==> src/sitda_pkg.sv <==
package sitda_pkg;

  localparam int DD_BITS     = 4;
  localparam int DIGIT_WIDTH = 4;
  localparam int CHAR_WIDTH  = 6;

  localparam logic [CHAR_WIDTH-1:0]  ASCII_ZERO  = 6'd48;
  localparam logic [CHAR_WIDTH-1:0]  ASCII_MINUS = 6'd45;
  localparam logic [DIGIT_WIDTH-1:0] DD_LIMIT    = 4'd5;
  localparam logic [DIGIT_WIDTH-1:0] DD_ADJUST   = 4'd3;

  typedef struct packed {
    logic load;
    logic step;
    logic scan;
    logic dec;
    logic sel_sign;
  } dp_cmd_t;

  typedef struct packed {
    logic step_last;
    logic neg;
    logic idx_zero;
  } dp_status_t;

endpackage

==> src/sitda_ctrl.sv <==
module sitda_ctrl (
  input  logic                  clk_i,
  input  logic                  rst_ni,
  input  logic                  in_valid_i,
  output logic                  in_stall_o,
  output logic                  out_valid_o,
  input  logic                  out_stall_i,
  input  sitda_pkg::dp_status_t status_i,
  output sitda_pkg::dp_cmd_t    cmd_o
);
  import sitda_pkg::*;

  typedef enum logic [4:0] {
    S_IDLE  = 5'b00001,
    S_CONV  = 5'b00010,
    S_SCAN  = 5'b00100,
    S_SIGN  = 5'b01000,
    S_DIGIT = 5'b10000
  } state_e;

  state_e state_q, state_d;

  always_ff @(posedge clk_i or negedge rst_ni) begin
    if (!rst_ni) begin
      state_q <= S_IDLE;
    end else begin
      state_q <= state_d;
    end
  end

  always_comb begin
    state_d     = state_q;
    cmd_o       = '0;
    in_stall_o  = 1'b1;
    out_valid_o = 1'b0;
    case (state_q)
      S_IDLE: begin
        in_stall_o = 1'b0;
        if (in_valid_i) begin
          cmd_o.load = 1'b1;
          state_d    = S_CONV;
        end
      end
      S_CONV: begin
        cmd_o.step = 1'b1;
        if (status_i.step_last) begin
          state_d = S_SCAN;
        end
      end
      S_SCAN: begin
        cmd_o.scan = 1'b1;
        state_d    = status_i.neg ? S_SIGN : S_DIGIT;
      end
      S_SIGN: begin
        out_valid_o    = 1'b1;
        cmd_o.sel_sign = 1'b1;
        if (!out_stall_i) begin
          state_d = S_DIGIT;
        end
      end
      S_DIGIT: begin
        out_valid_o = 1'b1;
        if (!out_stall_i) begin
          if (status_i.idx_zero) begin
            state_d = S_IDLE;
          end else begin
            cmd_o.dec = 1'b1;
          end
        end
      end
      default: begin
        state_d = S_IDLE;
      end
    endcase
  end

endmodule

==> src/sitda_dp.sv <==
module sitda_dp #(
  parameter int VALUE_BITS = 32
) (
  input  logic                                clk_i,
  input  logic                                rst_ni,
  input  logic signed [VALUE_BITS-1:0]        value_i,
  input  sitda_pkg::dp_cmd_t                  cmd_i,
  output sitda_pkg::dp_status_t               status_o,
  output logic [sitda_pkg::CHAR_WIDTH-1:0]    char_code_o,
  output logic                                last_o
);
  import sitda_pkg::*;

  localparam int STEPS = (VALUE_BITS + DD_BITS - 1) / DD_BITS;
  localparam int PAD   = STEPS * DD_BITS;
  localparam int NDIG  = (VALUE_BITS * 30103) / 100000 + 1;
  localparam int IDXW  = $clog2(NDIG);
  localparam int CNTW  = $clog2(STEPS);

  logic [PAD-1:0]                     mag_q, mag_d;
  logic [NDIG-1:0][DIGIT_WIDTH-1:0]   bcd_q, bcd_d;
  logic                               neg_q, neg_d;
  logic [CNTW-1:0]                    cnt_q, cnt_d;
  logic [IDXW-1:0]                    idx_q, idx_d;

  logic [VALUE_BITS-1:0]              raw;
  logic [VALUE_BITS-1:0]              mag_in;
  logic [NDIG*DIGIT_WIDTH+PAD-1:0]    work;
  logic [IDXW-1:0]                    top_idx;
  logic [DIGIT_WIDTH-1:0]             cur_digit;

  assign raw    = value_i;
  assign mag_in = raw[VALUE_BITS-1] ? (~raw + 1'b1) : raw;

  // shift-add-3, DD_BITS bits per cycle
  always_comb begin
    work = {bcd_q, mag_q};
    for (int s = 0; s < DD_BITS; s++) begin
      for (int d = 0; d < NDIG; d++) begin
        if (work[PAD + DIGIT_WIDTH*d +: DIGIT_WIDTH] >= DD_LIMIT) begin
          work[PAD + DIGIT_WIDTH*d +: DIGIT_WIDTH] =
            work[PAD + DIGIT_WIDTH*d +: DIGIT_WIDTH] + DD_ADJUST;
        end
      end
      work = work << 1;
    end
  end

  // highest nonzero digit, zero maps to index 0
  always_comb begin
    top_idx = '0;
    for (int d = 0; d < NDIG; d++) begin
      if (bcd_q[d] != '0) begin
        top_idx = IDXW'(d);
      end
    end
  end

  always_comb begin
    mag_d = mag_q;
    bcd_d = bcd_q;
    neg_d = neg_q;
    cnt_d = cnt_q;
    idx_d = idx_q;
    if (cmd_i.load) begin
      mag_d = PAD'(mag_in);
      bcd_d = '0;
      neg_d = raw[VALUE_BITS-1];
      cnt_d = '0;
    end
    if (cmd_i.step) begin
      {bcd_d, mag_d} = work;
      cnt_d          = cnt_q + 1'b1;
    end
    if (cmd_i.scan) begin
      idx_d = top_idx;
    end
    if (cmd_i.dec) begin
      idx_d = idx_q - 1'b1;
    end
  end

  always_ff @(posedge clk_i or negedge rst_ni) begin
    if (!rst_ni) begin
      cnt_q <= '0;
      idx_q <= '0;
    end else begin
      cnt_q <= cnt_d;
      idx_q <= idx_d;
    end
  end

  always_ff @(posedge clk_i) begin
    mag_q <= mag_d;
    bcd_q <= bcd_d;
    neg_q <= neg_d;
  end

  assign cur_digit          = bcd_q[idx_q];
  assign status_o.step_last = (cnt_q == CNTW'(STEPS - 1));
  assign status_o.neg       = neg_q;
  assign status_o.idx_zero  = (idx_q == '0);

  assign char_code_o = cmd_i.sel_sign ? ASCII_MINUS
                                      : ASCII_ZERO + CHAR_WIDTH'(cur_digit);
  assign last_o      = !cmd_i.sel_sign && (idx_q == '0);

endmodule

==> src/signed_int_to_decimal_ascii.sv <==
// Signed integer to decimal ASCII. Each input transaction carries one
// VALUE_BITS-bit two's complement value; the block returns its decimal text
// one character per output transaction: '-' for negative values, then the
// digits most significant first without leading zeros ("0" for zero), with
// last set on the final character. The most negative value converts exactly.
// One number is handled at a time: the binary-to-BCD shift-add-3 loop runs
// ceil(VALUE_BITS/4) steps, four bits per cycle; then the leading digit is
// found, and characters leave one per cycle from the BCD digit register
// while the output is not stalled.
module signed_int_to_decimal_ascii #(
  parameter int VALUE_BITS = 32
) (
  input  logic                             clk_i,
  input  logic                             rst_ni,
  input  logic                             in_valid_i,
  output logic                             in_stall_o,
  input  logic signed [VALUE_BITS-1:0]     value_i,
  output logic                             out_valid_o,
  input  logic                             out_stall_i,
  output logic [sitda_pkg::CHAR_WIDTH-1:0] char_code_o,
  output logic                             last_o
);
  import sitda_pkg::*;

  dp_cmd_t    cmd;
  dp_status_t status;

  sitda_ctrl u_ctrl (
    .clk_i       (clk_i),
    .rst_ni      (rst_ni),
    .in_valid_i  (in_valid_i),
    .in_stall_o  (in_stall_o),
    .out_valid_o (out_valid_o),
    .out_stall_i (out_stall_i),
    .status_i    (status),
    .cmd_o       (cmd)
  );

  sitda_dp #(
    .VALUE_BITS (VALUE_BITS)
  ) u_dp (
    .clk_i       (clk_i),
    .rst_ni      (rst_ni),
    .value_i     (value_i),
    .cmd_i       (cmd),
    .status_o    (status),
    .char_code_o (char_code_o),
    .last_o      (last_o)
  );

endmodule
==> config.mk <==
export PLATFORM = sky130hd
export DESIGN_NAME = signed_int_to_decimal_ascii
export DESIGN_NICKNAME = d
export VERILOG_FILES = /design/src/sitda_pkg.sv /design/src/sitda_ctrl.sv /design/src/sitda_dp.sv /design/src/signed_int_to_decimal_ascii.sv
export SDC_FILE = /design/constraint.sdc
export NUM_CORES = 1
export LEC_CHECK = 0
export ABC_AREA = 1
export ABC_CLOCK_PERIOD_IN_PS = 4450
export BUFFER_PORTS_ARGS = -buffer_cell sky130_fd_sc_hd__buf_2
export CAP_MARGIN = 0
export CORE_UTILIZATION = 30
export CTS_CLUSTER_DIAMETER = 50
export CTS_CLUSTER_SIZE = 25
export DETAILED_ROUTE_END_ITERATION = 7
export SETUP_SLACK_MARGIN = 0.05
export SYNTH_ARGS = -nofsm -noshare
export SYNTH_HDL_FRONTEND = slang
export SYNTH_SLANG_ARGS = --single-unit
==> constraint.sdc <==
create_clock -name clk_i -period 4.45 [get_ports clk_i]
set_clock_uncertainty 0.15 [all_clocks]
set_input_delay 0.6675 -clock clk_i [delete_from_list [all_inputs] [get_ports clk_i]]
set_output_delay 0.6675 -clock clk_i [all_outputs]
set_load 0.02 [all_outputs]
==> metrics.yaml, run 1 <==
io_buffers: 43
synth_area_um2: 8710
worstMarginPinSlew_ps: 559
crit_type: "reg2reg"
slowest_delay_ps: 430
grt_pass1_vias: 7667
layout.cells.most_common_list: "nand2_1 (348), inv_1 (201), nand3_1 (124), a21oi_1 (70)"
hold_viol: 0
holdBufCountCts: 0
clock_path_buffers: 2
maxCapViolations: 0
reg2reg_from: "u_dp.bcd_q[32]"
crit_top_cell: "nand2_1"
track_usage: 0.144
final_common_cell: "nand2_1"
syn_area_per_cell_um2: 6.75
clock_latency_ps: 360
wl_um: 19800
synthCells: 1289
synth_cell_types: 54
vias: 8050
min_path_type: "in2async"
clk_pin_slew_ps: 70
fin_crit_ps: 3770
coreArea_um2: 28600
setup_violations: 0
die_w_um: 172
antenna_found_initial: 1
io_pins: 45
cts_tree: "yes"
status: "completed"
dpl.hpwl_um: 15700
drc: 0
rows: 62
synth_area_leaders: "edfxtp_1 (24%), nand2_1 (15%), inv_1 (8.7%), nand3_1 (7.1%), ha_1 (6.3%)"
fmax_mhz: 265
final.period_utilization: 0.847
finalMaxSlewViolations: 0
dr.pass1.iters: 5
cts_root_buf: "clkbuf_16"
drive_above_1_share: 0.155
routedWlPerCell_um: 11.5
h-tree-depth: 3
dieArea_um2: 29700
finalNetCount: 1409
ys_ff_latch: 85
ys_warn_count: 0
synth_top_cell_by_area: "edfxtp_1"
synth_nets: 1369
clock_sinks: 85
end_kind: "register"
path_delay_family: "simple AND/OR/NAND/NOR gates"
slowest_stage: "edfxtp_1"
ys_seq_area_frac: 0.282
yosysTopAreaCellShare: 0.238
crit_buf_inv: 5
worst_ep_arrival_time_ps: 3720
crit_fanout: 4
cts_setup_buffers: 0
grt_max_degree: 45
postCtsResizedCells: 0
cp-start-kind: "register"
gp_congestion: 0.812
area_growth_pct: 10.8
grt_overflow: 0
ant_nets: 0
rsz0062_at_grt: "no"
die-height_um: 172
worstSetupStartpoint: "u_dp.bcd_q[32]"
max_slew_margin: 0.628
start_util: 0.304
drt_iter0_drc: 473
grt_pass1_wl_um: 34600
tns_ps: 0
cts_buffers: 9
cp_data_required_time_ps: 4400
routed_via_density: 4.68
[routing by layer]
metal	up-vias	part of all wire	global-route usage
li1	4306	-	-
met1	3612	0.49	0.186
met2	121	0.46	0.250
met3	11	0.044	0.0261
met4	0	0.0071	0.0281
met5	-	0	0
[final timing paths]
check                                    end  slack (ps)  depth (start not counted)
hold / removal             u_ctrl.state_q[2]          40                          1
setup / recovery              u_dp.bcd_q[38]         680                         25
min in group clk_i             u_dp.mag_q[2]         320                          2
hold reg to reg                u_dp.mag_q[2]         320                          2
setup reg to reg              u_dp.bcd_q[38]         680                         25
max in group asynchronous  u_ctrl.state_q[0]        3840                          1
[sequential cells by signal (all words and copies together) (netlist names)]
register        count
u_ctrl.state_q      5
u_dp.bcd_q         40
u_dp.cnt_q          3
u_dp.idx_q          4
u_dp.mag_q         32
u_dp.neg_q          1
[area by class of cell]
type | count | area [µm²]
repair buffers | 49 | 273
multi-input cells | 966 | 5340
flip-flops and latches | 85 | 2450
clock buffers | 9 | 225
inverters | 218 | 818
well taps | 384 | 480
clock inverters | 7 | 58.8
fillers | 3067 | 19000
diodes | 1 | 2.50
[cells by family after synthesis]
group,Yosys count,synth area share
buffers and inverters,238,0.106
multiplexers,1,0.00129
adder cells (fa/ha/maj),44,0.0632
XOR/XNOR,20,0.0279
AND/OR/NAND/NOR,705,0.391
flip-flops,85,0.282
AO/OA/AOI/OAI,195,0.128
other,1,0.000431
[synth_stat cells (all sizes together)]
master   number
dfrtp        11
clkinv        5
xor2         12
o22ai         8
o2111ai       1
or2           4
a31oi         2
nand3       150
a21o          5
and2         17
o211ai        8
mux2          1
nand3b        6
nor2         66
nor3         24
o21ai        87
nor4          5
nand4        20
xnor2         8
dfxtp         4
edfxtp       69
o21bai        5
buf           7
o221ai        1
dfstp         1
a41oi         1
clkbuf       13
a22o          4
nand2       413
ha           44
inv         213
conb          1
a21oi        73
[stage by stage]
stage	cells	cell area, µm²	setup WS, ps	util	hold WS [ps]
3_3_place_gp	1702	9360	791	0.327	314
6_report	1719	9650	680	0.337	38.1
4_1_cts	1718	9650	687	0.337	41.9
3_5_place_dp	1702	9360	695	0.327	313
2_1_floorplan	1289	8710	342	-	222
5_1_grt	1718	9650	278	0.337	51.9
Power of run 1 is not shown: default switching activity piles up to over one toggle a cycle in this logic, so the estimate is an artifact.
==> run 2: changes to the inputs <==
Settings changed: ABC_CLOCK_PERIOD_IN_PS 4450 to 3250.
Clock period 4.45 ns to 3.25 ns, I/O delays scaled along.
==> run 2 against run 1 <==
Compared with the run above:
- the run now ends with setup timing left
- cell count rose by 6.6%
- register-to-register slack worse by 700 ps
- global-route usage grew 0.14 points
- core utilization up 6.5 points
- critical path depth is 1 lower
- fmax increased by 15%
- sequential cell count unchanged
- wire length grew 14%
- die area unchanged
==> metrics.yaml, run 2 (synthesis gave the netlist of run 1 again) <==
status: "finished with violations"
violations: "setup timing"
rows: 62  # unchanged
cts_buffers: 9  # unchanged
cts_root_buf: "clkbuf_16"
coreArea_um2: 28600  # unchanged
cts_tree: "yes"
die-height_um: 172  # unchanged
die_w_um: 172  # unchanged
grt_pass1_wl_um: 34800  # +0.60%
drc: 0  # unchanged
antenna_found_initial: 1  # unchanged
rsz0062_at_grt: "yes"
maxCapViolations: 0  # unchanged
setup_ws_ps: -22.2  # -702 ps
dr.pass1.iters: 5  # unchanged
end_kind: "register"
io_buffers: 43  # unchanged
clock_sinks: 85  # unchanged
grt_pass1_vias: 7653  # -0.18%
crit_fanout: 4  # unchanged
fin_crit_ps: 3270  # -498 ps
finalNetCount: 1522  # +8.0%
fmax_mhz: 306  # +15%
routed_via_density: 4.75  # +1.4%
crit_type: "reg2reg"
grt_max_degree: 45  # unchanged
wl_um: 22500  # +14%
clock_latency_ps: 350  # about the same
dp_slack_ps: -133  # -828 ps
clock_path_buffers: 2  # unchanged
routedWlPerCell_um: 12.3  # +6.6%
dieArea_um2: 29700  # unchanged
min_path_type: "in2reg"
reg_top3: "u_dp.bcd_q (40), u_dp.mag_q (32), u_ctrl.state_q (5)"
worst_ep_arrival_time_ps: 3240  # -480 ps
layout.cells.most_common_list: "nand2_1 (277), inv_1 (163), buf_4 (115), nand2_2 (109), nand3_1 (90)"
hold_viol: 0  # unchanged
drt_iter0_drc: 461  # -2.5%
drive_above_1_share: 0.360  # +0.205
setup_violations: 2  # +2
largest_reg_flops: 40  # unchanged
track_usage: 0.145  # +0.00137
vias: 8699  # +8.1%
area_growth_pct: 32.3
gp_congestion: 0.849  # +4.5%
worstMarginPinSlew_ps: 586  # +27.5 ps
start_util: 0.304  # unchanged
grt_overflow: 0  # unchanged
h-tree-depth: 3  # unchanged
finalMaxSlewViolations: 0  # unchanged
max_slew_margin: 0.606  # -0.0216
clk_pin_slew_ps: 70  # about the same
final.period_utilization: 1.01  # +0.160
ant_nets: 0  # unchanged
io_pins: 45  # unchanged
cp_data_required_time_ps: 3210  # -1190 ps
largest-register: "u_dp.bcd_q"
final_common_cell: "nand2_1"
cp-start-kind: "register"
dpl.hpwl_um: 16100  # +2.4%
-- run 2: changes by cell type in the layout (fill, tap and decap cells not counted), sizes merged --
cell | previous run | this run
clkbuf | 9 | 10
clkinvlp | 2 | 1
buf | 49 | 161
clkinv | 8 | 6
inv | 215 | 216
bufinv | 0 | 1
dlygate4sd3 | 0 | 1
-- run 2: cell type report --
cell class / instances / area [µm²]
sequential: 85 / 2450
clock inverter: 6 / 68.8
timing repair buffer: 162 / 1120
inverter: 218 / 818
antenna: 1 / 2.50
fill: 2865 / 17100
clock buffer: 10 / 239
tap: 384 / 480
multi-input combinational: 966 / 6330
-- run 2: critical path, cell delays in order, from the launching register on --
cell and delay [ps]:
edfxtp_1 430, ha_2 200, a21oi_2 140, nand2_2 80, xor2_2 150, ha_2 160, nand3b_1 160, nand2_2 80
nand2_2 60, nand2_2 70, and2_4 160, ha_4 120, inv_2 20, nand4_1 70, nand2_2 80, nand2_2 90
nand2_2 60, nand2_4 90, ha_4 140, inv_2 30, or2_4 240, nand3_4 80, nand3_2 60, nand2_1 60
nor2_1 50
-- run 2: per-stage QoR --
step	cell area, µm²	TNS [ps]	instances	hold slack [ps]	util
3_5_place_dp	9870	-265	1761	255	0.345
5_1_grt	11500	-670	1831	161	0.402
2_1_floorplan	8790	0	1289	41.9	-
3_3_place_gp	9870	-76.5	1761	249	0.345
4_1_cts	10400	-81.2	1793	164	0.363
6_report	11500	-39.4	1832	174	0.402
-- run 2: metal layers --
| layer | track usage | up-vias | part of all wire |
|---|---|---|---|
| met4 | 0.0239 | 0 | 0.0057 |
| met1 | 0.194 | 3995 | 0.47 |
| met2 | 0.247 | 164 | 0.48 |
| li1 | - | 4529 | - |
| met3 | 0.0256 | 11 | 0.047 |
| met5 | 0 | - | 0 |
-- run 2: what timing repair did --
item | CTS | global route
hold endpoints to repair | 11 | 0
buffers inserted | 15 | 39
hold buffers | 1 | 0
pin swaps | 14 | 89
setup endpoints to repair | 18 | 35
gates resized for setup | 22 | 227
-- run 2: final timing paths --
check	start	end	slack (ps)	cells past startpoint
min	in_valid_i	u_ctrl.state_q[0]	170	2
max	u_dp.bcd_q[36]	u_dp.bcd_q[37]	-20	24
max in group asynchronous	rst_ni	u_ctrl.state_q[0]	2220	2
min in group asynchronous	rst_ni	u_dp.idx_q[3]	430	2
max reg2reg	u_dp.bcd_q[36]	u_dp.bcd_q[37]	-20	24
min reg2reg	u_dp.mag_q[3]	u_dp.mag_q[3]	320	2
Power of run 2 is left out for the same reason.
==> run 3: changes to the inputs <==
Settings changed: ABC_CLOCK_PERIOD_IN_PS 3250 to 3500.
Clock period 3.25 ns to 3.5 ns, I/O delays scaled along.
==> run 3 against run 2 <==
Compared with the run above:
- fmax fell by 5.6%
- register-to-register slack improved by 60 ps
- global-route usage fell by 0.29 points
- cell area fell by 9.4%
- die area did not move
- the run now ends clean
- non-clock buffer count fell by 53
- sequential share of layout area rose by 2.2 points
- largest cell class unchanged
- via count fell by 4.2%
==> metrics.yaml, run 3 (synthesis gave the netlist of run 1 again) <==
grt_overflow: 0  # unchanged
dr.pass1.iters: 4  # -1
coreArea_um2: 28600  # unchanged
die-height_um: 172  # unchanged
clk_pin_slew_ps: 60  # about the same
finalNetCount: 1469  # -3.5%
final.period_utilization: 0.990  # -0.0170
crit_type: "reg2reg"
max_slew_margin: 0.564  # -0.0417
rr_endpoint: "u_dp.bcd_q[37]"
n_fill_cell: 2979  # +4.0%
setup_violations: 0  # -2
grt_max_degree: 45  # unchanged
fin_crit_ps: 3460  # +192 ps
clock_path_buffers: 2  # unchanged
worstRegToRegCells: 24  # unchanged
area_growth_pct: 19.9
hold_viol: 0  # unchanged
rsz0062_at_grt: "yes"
io_pins: 45  # unchanged
io_buffers: 43  # unchanged
holdPathEnd: "u_ctrl.state_q[0]"
hold_path_depth: 2  # unchanged
reg_top3: "u_dp.bcd_q (40), u_dp.mag_q (32), u_ctrl.state_q (5)"
fmax_mhz: 289  # -5.6%
drt_iter0_drc: 352  # -24%
die_w_um: 172  # unchanged
cts_tree: "yes"
antenna_cells: 0  # -1
tns_ps: 0  # +39.4 ps
cp-start-kind: "register"
holdWs_ps: 238  # +64.4 ps
drive_above_1_share: 0.246  # -0.114
wl_um: 20800  # -7.5%
min_path_type: "in2reg"
reg2reg_from: "u_dp.bcd_q[36]"
status: "completed"
end_kind: "register"
antenna_found_initial: 0  # -1
routedWlPerCell_um: 11.7  # -4.7%
largest-register: "u_dp.bcd_q"
largest_reg_flops: 40  # unchanged
gp_congestion: 0.891  # +5.0%
clock_latency_ps: 350  # about the same
routed_via_density: 4.69  # -1.3%
clock_sinks: 85  # unchanged
rrSetupSlack_ps: 40  # +60 ps
grt_pass1_wl_um: 34400  # -1.4%
track_usage: 0.143  # -0.00286
worst_ep_arrival_time_ps: 3420  # +180 ps
grt_pass1_vias: 7491  # -2.1%
dieArea_um2: 29700  # unchanged
crit_fanout: 4  # unchanged
cts_root_buf: "clkbuf_16"
final_common_cell: "nand2_1"
rows: 62  # unchanged
worstMarginPinSlew_ps: 648  # +62.0 ps
dpl.hpwl_um: 15700  # -2.2%
drc: 0  # unchanged
finalMaxSlewViolations: 0  # unchanged
ant_nets: 0  # unchanged
cts_buffers: 9  # unchanged
cp_data_required_time_ps: 3450  # +240 ps
h-tree-depth: 3  # unchanged
start_util: 0.304  # unchanged
maxCapViolations: 0  # unchanged
vias: 8334  # -4.2%
min_from: "in_valid_i"
layout.cells.most_common_list: "nand2_1 (326), inv_1 (180), nand3_1 (108), nand2_2 (75), edfxtp_1 (69)"
## run 3: cell count changes in the layout (fill, tap and decap cells not counted), sizes merged
cell / previous run / this run
buf: 161 / 108
bufinv: 1 / 2
clkbuf: 10 / 9
clkinv: 6 / 7
diode: 1 / 0
inv: 216 / 215
## run 3: worst max-delay path by stage
stage,slack [ps],cells after the start,from,endpoint
global route,-160,24,u_dp.bcd_q[32],u_dp.bcd_q[37]
floorplan,50,24,u_dp.bcd_q[36],u_dp.bcd_q[37]
global placement,-30,22,u_dp.bcd_q[36],u_dp.bcd_q[37]
detailed placement,-150,22,u_dp.bcd_q[36],u_dp.bcd_q[38]
finish,40,24,u_dp.bcd_q[36],u_dp.bcd_q[37]
CTS,60,24,u_dp.bcd_q[36],u_dp.bcd_q[38]
## run 3: layer usage
metal | wire length [µm] | part of all wire | track usage
met5 | 0 | 0 | 0
met4 | 155 | 0.0075 | 0.0223
met3 | 924 | 0.044 | 0.0282
met2 | 9550 | 0.46 | 0.244
met1 | 10200 | 0.49 | 0.188
## run 3: layout make-up
class	count	area, µm²	area share
sequential	85	2450	0.235
multi-input combinational	966	5630	0.540
clock inverter	7	97.6	0.00935
clock buffer	9	225	0.0216
inverter	218	818	0.0784
tap	384	480	0.0460
timing repair buffer	109	729	0.0699
## run 3: repair_timing
item | in CTS | in global routing
gates resized for setup | 22 | 73
pin swaps | 7 | 26
hold endpoints to repair | 11 | 0
setup buffers | 8 | 22
endpoints found under the setup margin | 2 | 32
hold buffers | 1 | 0
cloned | 0 | 0
## run 3: through the flow
stage / utilization / instance area (µm²) / std cells / setup slack, ps
2_1_floorplan: - / 8710 / 1289 / 51.0
3_3_place_gp: 0.335 / 9580 / 1731 / -31.0
3_5_place_dp: 0.335 / 9580 / 1731 / -148
4_1_cts: 0.351 / 10000 / 1756 / 56.0
5_1_grt: 0.365 / 10400 / 1778 / -164
6_report: 0.365 / 10400 / 1778 / 35.4
## run 3: worst max-delay path: stages (launching register included)
cell and delay [ps]:
edfxtp_1 430, ha_2 210, a21oi_2 150, nand2_2 90, xor2_2 190, ha_2 180
nand3b_1 110, nand2_2 70, nand2_2 80, nand2_2 50, and2_4 160, ha_4 150
inv_2 40, nand4_1 90, nand2_2 120, nand2_2 70, nand2_2 70, nand2_4 70
ha_4 170, inv_2 50, or2_4 120, nand3_4 100, buf_6 140, a21oi_2 120
nor2_1 40
Power of run 3 is left out for the same reason.
